===== config.mk =====
export PLATFORM = sky130hd
export DESIGN_NAME = lcrs_cell
export DESIGN_NICKNAME = d
export VERILOG_FILES = /design/src/hw/rtl/assert_macros.svh /design/src/hw/rtl/lcrs_pkg.sv /design/src/hw/rtl/lcrs_cell.sv
export SDC_FILE = /design/constraint.sdc
export NUM_CORES = 1
export LEC_CHECK = 0
export ABC_AREA = 1
export BUFFER_PORTS_ARGS = -buffer_cell sky130_fd_sc_hd__buf_4
export CAP_MARGIN = 40
export CELL_PAD_IN_SITES_DETAIL_PLACEMENT = 0
export CELL_PAD_IN_SITES_GLOBAL_PLACEMENT = 1
export CORE_ASPECT_RATIO = 1.75
export CORE_MARGIN = 4
export CORE_UTILIZATION = 35
export DETAILED_ROUTE_END_ITERATION = 10
export GPL_TIMING_DRIVEN = 1
export PLACE_DENSITY = 0.91
export SLEW_MARGIN = 20
export SYNTH_ARGS = -nofsm -noshare
export SYNTH_HDL_FRONTEND = slang
export SYNTH_SLANG_ARGS = --single-unit

===== constraint.sdc =====
create_clock -name clk_i -period 3.7 [get_ports clk_i]
set_clock_uncertainty 0.15 [all_clocks]
set_input_delay 0.37 -clock clk_i [delete_from_list [all_inputs] [get_ports clk_i]]
set_output_delay 0.37 -clock clk_i [all_outputs]
set_load 0.01 [all_outputs]

===== src/hw/rtl/assert_macros.svh =====
// Assertion helpers used by the top-level substring module.
`ifndef ASSERT_MACROS_SVH
`define ASSERT_MACROS_SVH

// Concurrent assertion on a named clock and active-low reset.
`define ASSERT_CLK(lbl, clk, rstn, prop, msg) \
  lbl: assert property (@(posedge clk) disable iff (!rstn) prop) else $error(msg);

// Concurrent assertion on the default clock and reset of a module.
`define ASSERT_DEF(lbl, prop, msg) \
  `ASSERT_CLK(lbl, clk_i, rst_ni, prop, msg)

`endif


===== src/hw/rtl/lcrs_pkg.sv =====
`timescale 1ns / 1ps
// ----------------------------------------------------------------------------
// lcrs_pkg
// Shared types and constants of the longest common or repeat substring block.
// ----------------------------------------------------------------------------
package lcrs_pkg;

  // Configuration register indexes.
  localparam logic [1:0] CfgNumSeqs = 2'd0;
  localparam logic [1:0] CfgSeqLen  = 2'd1;

  localparam int unsigned CfgAddrW  = 2;
  localparam int unsigned CfgDataW  = 11;
  localparam int unsigned NumSeqsW  = 4;
  localparam int unsigned SeqLenW   = 11;

  // Operation broadcast to every cell of the chain.
  typedef struct packed {
    logic shift;  // shift a base of the column sequence up the chain
    logic row;    // evaluate one row of the run table
    logic self;   // the pair is a sequence with itself
    logic drain;  // shift the per-cell best records up the chain
  } cell_ctl_t;

endpackage


===== src/hw/rtl/lcrs_cell.sv =====
`timescale 1ns / 1ps
// ----------------------------------------------------------------------------
// lcrs_cell
// One column of the run table: holds one base, its run and a best record.
// ----------------------------------------------------------------------------
module lcrs_cell #(
  parameter int unsigned IDX = 0,
  parameter int unsigned AW  = 10,
  parameter int unsigned LW  = 11,
  parameter int unsigned SW  = 3
) (
  input  logic                   clk_i,
  input  logic                   rst_ni,
  input  lcrs_pkg::cell_ctl_t    ctl_i,
  input  logic [1:0]             ch_i,
  output logic [1:0]             ch_o,
  input  logic [1:0]             sb_i,
  input  logic [AW-1:0]          kk_i,
  input  logic [LW-1:0]          n_i,
  input  logic [SW-1:0]          pa_i,
  input  logic [SW-1:0]          pb_i,
  input  logic [LW-1:0]          run_i,
  output logic [LW-1:0]          run_o,
  input  logic [LW+2*SW+3*AW-1:0] rec_i,
  output logic [LW+2*SW+3*AW-1:0] rec_o
);
  import lcrs_pkg::*;

  localparam int unsigned RW = LW + 2*SW + 3*AW;

  logic [1:0]    ch_q;
  logic [LW-1:0] run_q, run_d;
  logic [RW-1:0] rec_q, rec_d;
  logic [LW:0]   m_w, kk_w, run_w;
  logic [LW-1:0] run_new;
  logic          match, apart, take;

  assign m_w     = (LW+1)'(IDX);
  assign kk_w    = (LW+1)'(kk_i);
  assign run_new = run_i + LW'(1);
  assign run_w   = {1'b0, run_new};

  always_comb begin
    match = ctl_i.row && (m_w < {1'b0, n_i}) && (ch_q == sb_i) &&
            !(ctl_i.self && (kk_i == AW'(IDX)));
    // For a repeat the two copies must not overlap.
    apart = !ctl_i.self || ((m_w + run_w) < (kk_w + (LW+1)'(1))) ||
            ((kk_w + run_w) < (m_w + (LW+1)'(1)));
    take  = match && apart && (run_new >= rec_q[RW-1 -: LW]);
    run_d = run_q;
    rec_d = rec_q;
    if (ctl_i.shift) begin
      run_d = '0;
    end else if (ctl_i.row) begin
      run_d = match ? run_new : '0;
    end
    if (ctl_i.drain) begin
      rec_d = rec_i;
    end else if (take) begin
      rec_d = {run_new, pa_i, pb_i, kk_i,
               AW'(m_w + (LW+1)'(1) - run_w),
               AW'(kk_w + (LW+1)'(1) - run_w)};
    end
  end

  always_ff @(posedge clk_i or negedge rst_ni) begin
    if (!rst_ni) begin
      ch_q  <= '0;
      run_q <= '0;
      rec_q <= '0;
    end else begin
      if (ctl_i.shift) begin
        ch_q <= ch_i;
      end
      run_q <= run_d;
      rec_q <= rec_d;
    end
  end

  assign ch_o  = ch_q;
  assign run_o = run_q;
  assign rec_o = rec_q;

endmodule


==> Yosys cells after proc, flatten, opt, wreduce, memory -nomap -nowiden <==
Index checks and enable logic that the tools add are counted.
{ "word_totals": {"elab_cells": 31, "out_inout_bits": 60, "register_bits": 60} }
{ "op_classes": {"n_reduce_logical": 13, "muxes": 5, "order_cmp": 4, "add_sub_neg": 5, "eq_ne": 1} }
{ "ops": {"columns": ["operator", "n"], "rows": [
  ["two-way mux 47 bit", 2],
  ["two-way mux 11 bit", 3],
  ["adder 10 x 11 -> 12 bit", 1],
  ["< comparator 12 x 1 -> 1 bit (second input constant)", 1],
  ["adder 10 x 1 -> 11 bit (second input constant)", 1],
  ["adder 11 x 1 -> 11 bit (second input constant)", 1],
  [">= comparator 11 bit", 1],
  ["< comparator 1 x 11 -> 1 bit (first input constant)", 1],
  ["< comparator 11 bit", 1],
  ["logical NOT 10 bit", 1],
  ["subtractor 1 x 10 -> 10 bit (first input constant)", 1],
  ["subtractor 10 bit", 1],
  ["logical AND 1 bit", 6],
  ["nonzero test 2 bit", 2],
  ["equality test 2 bit", 1],
  ["logical NOT 1 bit", 2],
  ["logical OR 1 bit", 2]
]} }

==> Longest topological paths before layout <==
{ "depth": {"word_depth": 8, "depth_mapped": 24, "mapped_depth_nobuf": 22} }

==> Least setup slack after synthesis <==
Ideal clock, no wire load.
{ "synth_timing": {"kind": "in2reg", "start": "input port run_i[0]", "end": "register rec_q[38], in the netlist rec_o[38]", "path_slack_ns": 0.714, "cell_stages": 19, "arrival_ns": 2.720, "n_path_buf": 2, "path_cell_list": "ha_1 -> nand3_2 -> nor2_4 -> nand2_1 -> xor2_1 -> ha_1 -> nand2_1 -> inv_1 -> a21oi_1 -> nand3_1 -> xor2_1 -> nor2_1 -> nand2_1 -> nand2_1 -> nand2_2 -> buf_6 -> buf_2 -> nand3_1 -> nand2_1"} }
{ "synth_between": {"elab_chain_len": 7, "word_cells_on_any_way": 12, "cone_classes": "add/sub: 2; order compare: 3; mux: 2; reduce/logical: 5"} }
{ "synth_rtl": {"columns": ["item", "line_no", "source"], "rows": [
  ["start, declared", "lcrs_cell.sv:22", "input logic [LW-1:0] run_i,"],
  ["adder 11 x 1 -> 11 bit *", "lcrs_cell.sv:40", "assign run_new = run_i + LW'(1);"],
  ["adder 10 x 11 -> 12 bit / < comparator 11 bit (equally long branches)", "lcrs_cell.sv:48, lcrs_cell.sv:47", null],
  ["< comparator 12 x 1 -> 1 bit / logical OR 1 bit (equally long branches)", "lcrs_cell.sv:48, lcrs_cell.sv:47", null],
  ["logical OR 1 bit", "lcrs_cell.sv:47", "apart = !ctl_i.self || ((m_w + run_w) < (kk_w + (LW+1)'(1))) ||"],
  ["logical AND 1 bit (2 in a row)", "lcrs_cell.sv:49", "take = match && apart && (run_new >= rec_q[RW-1 -: LW]);"],
  ["nonzero test 2 bit (no source line)", null, null],
  ["end signal, assigned", "lcrs_cell.sv:76", "rec_q <= rec_d;"],
  ["end, declared", "lcrs_cell.sv:33", "logic [RW-1:0] rec_q, rec_d;"]
]} }
Mark *: on every way between the ends. The rest lies on a longest branch, timed or not. The select of a mux whose other input is x is not followed.
A chain may end at the register's enable or synchronous reset.

==> Final worst setup path <==
{ "layout_timing": {"start": "input port run_i[0]", "end": "register rec_q[3], in the netlist rec_o[3]"} }
The elaborated chain is that of the path after synthesis.

==> run metrics <==
status=finished, final reports clean; Core Footprint=13,910 µm²; final WL=17,070 µm; DP Area=6331 µm²; TritonRoute pass-1 iters=5; RSZ-0062 raised after global routing=false; routability cong.=0.9314; Buffers on Ports=154; slowest stage cell, crit path=ha_1; Final Critical Period=3249 ps; relative slew slack=0.4849; top-level I/O count=155; met3 Track Usage GR=0.02816; Synth Instances=742; Post-route DRC=0; vias=5,281; Synth Flop Type=dfrtp_1; die span in x=98.14 µm; gr usage total=0.2096; Antenna Diode Count=0; Worst-path clk slew=60 ps; most used cell, CP=nand2_1; pre-CTS WS=110.3 ps; Slew @ Worst Pin=765.7 ps; first-pass GRT wire length=27,000 µm; DIE HEIGHT=165.7 µm; Final Hold Vio Count=0; fraction of layout cells with a size suffix above 1=0.2133; H-Tree Depth=3; post-synth top area cell=dfrtp_1; Top Usage Layer GRT=met2; CTS root buffer=clkbuf_16; Final Util=0.4779; Setup CP Type=in2reg; Post-DRT Antenna Nets=0; largest net degree at the start of global routing=63; clock tree sinks=60; LEAKAGE=3.683 nW; number of global-route vias before repair=5,335; Post-synth EDFFs=0; CTS tree=done; period utilization=0.8780; Seq cells post-synth=60; PnR worst setup slack=451.3 ps; Max Clk Rate=0.3078 GHz; cts bufs inserted=9; Clock Latency Late Sink=340 ps; VDD IR max=0.2097 mV; Die ar.=16,260 µm²; net count after synthesis=885; clk buf depth=2; Post-synth ARST share=1.000; worst path required time=3820 ps; Netlist cell types=30; CP startpoint kind=input port; most numerous cell in the Yosys netlist=nand2_1; CP arrival=3370 ps; setup TNS=0 ps; Slew Limit Fails=0; CTS resizes=0; max_cap viols=0; Post-DP HPWL=13,330 µm; P&R area growth vs syn=33.57%; syn_area_per_cell=6.706 µm²; Iteration-0 DRC Markers=331; Pwr Density=362.5 nW/µm²; grt total ovfl=0; row cnt=57; crit-path cells=buf_4 > nand4_1 > inv_1 > nand2_1 > nor3_1 > xor2_1 > inv_1 > ha_1 > nand2_1 > inv_1 > a21oi_1 > nand3_1 > nand2_1 > nand3_1 > nor2_1 > nand2_1 > nand2_1 > nand2_2 > nand2_1 > buf_12 > nand2_1 > nand2_1; met1 Use GR=0.2283; Initial Util=0.3578; sequential element share of the synthesized area=0.3017; Syn. warnings=0; most frequent cells after synthesis=nand2_1, inv_1, nand3_1; Wirelength per Cell=15.85 µm; Worst path max stage delay=400 ps; Post-Syn Area=4976 µm²; endpoints failing setup=0; area share of the largest cell type after synthesis=0.3017; Nets=1,038; vias per cell=4.903; met2 Use GR=0.3920; final design area excluding fillers=6646 µm²; worst min-delay path class=in2reg; Critical Path Sink Type=flop; synth top area cells=dfrtp_1, nand2_1, ha_1, nand3_1, inv_1; antenna violations before repair=0; crit-path max FO=47
==> report_power, final <==
| part | switching, W | internal [W] |
|---|---|---|
| sequential | 0.0000541 | 0.000736 |
| clock | 0.000337 | 0.000455 |
| combinational | 0.000463 | 0.000365 |
| total | 0.000854 | 0.00156 |
==> cell type report <==
type                       instances  area, µm²
clock buffer                       9      225.2
clock inverter                     7      52.55
fill                            1473       7261
inverter                          88      330.3
multi-input combinational        567       2999
sequential                        60       1501
tap                              177      221.5
timing repair buffer             169       1316
==> layer usage <==
layer	wire length, µm	vias to the layer above
met3	643	34
met4	699	0
met1	6406	2401
met2	9324	143
li1	-	2703
met5	0	-
==> critical path, delay by kind of cell <==
family / cells / cell delay, ps
AO/OA/AOI/OAI: 1 / 200
XOR/XNOR: 1 / 230
adder cells (fa/ha/maj): 1 / 400
buffers and inverters: 5 / 740
AND/OR/NAND/NOR: 14 / 1410
==> worst paths after layout <==
path / from / end / slack (ps) / cells after the start
worst max-delay path: run_i[0] / rec_o[3]$_DFFE_PN0P_ / 450 / 22
worst min-delay path: ch_i[1] / ch_o[1]$_DFFE_PN0P_ / 80 / 3
worst max register to register: rec_o[46]$_DFFE_PN0P_ / rec_o[3]$_DFFE_PN0P_ / 1250 / 13
worst min register to register: rec_o[28]$_DFFE_PN0P_ / rec_o[28]$_DFFE_PN0P_ / 360 / 2
max in group asynchronous: rst_ni / rec_o[12]$_DFFE_PN0P_ / 2670 / 3
min in group asynchronous: rst_ni / rec_o[42]$_DFFE_PN0P_ / 230 / 2
==> cell families after synthesis <==
logic type | synth area share
adders and majority gates | 0.1237
and+or+nand+nor | 0.3483
xor gates and xnor gates | 0.03520
AOI/OAI and AO/OA | 0.09555
buffers and inverters | 0.09555
DFF | 0.3017
==> sequential cells by signal (all words and copies together) (netlist names) <==
name   flops
rec_o     47
ch_o       2
run_o     11
==> through the flow <==
step	hold slack (ps)	power, W	std cells
after global placement	344.9	0.001622	1059
after global routing	94.59	0.002570	1077
after detailed placement	345.9	0.001628	1059
after CTS	78.67	0.002420	1076
final	83.34	0.002409	1077
after floorplan	-75.59	0.001255	742
==> timing repair <==
item / in CTS / in global routing
endpoints found under the hold margin: 15 / 0
hold buffers: 1 / 0
buffers inserted: 0 / 0
setup endpoints to repair: 0 / 0
==> layout by cell type (no fill, tap or decap), types with 2 or more instances in the layout <==
cell        netlist  layout
nand2_1         258     258
buf_4             0     165
inv_1            88      87
nand3_1          81      81
dfrtp_1          60      60
ha_1             46      46
o21ai_0          45      45
nor2_1           40      40
a21oi_1          22      22
xor2_1           17      17
o22ai_1          11      11
nand4_1          10      10
clkbuf_16         0       9
nor3_1            8       8
nor4_1            5       5
clkinvlp_4        0       4
nand3b_1          3       3
or2_2             3       3
xnor2_1           3       3
o21bai_1          2       2
a21o_1            2       2
nand2_2           2       2
o2111ai_1         2       2
fa_1              2       2
buf_12            0       2
Note: power is estimated with default switching activity, not from simulation.
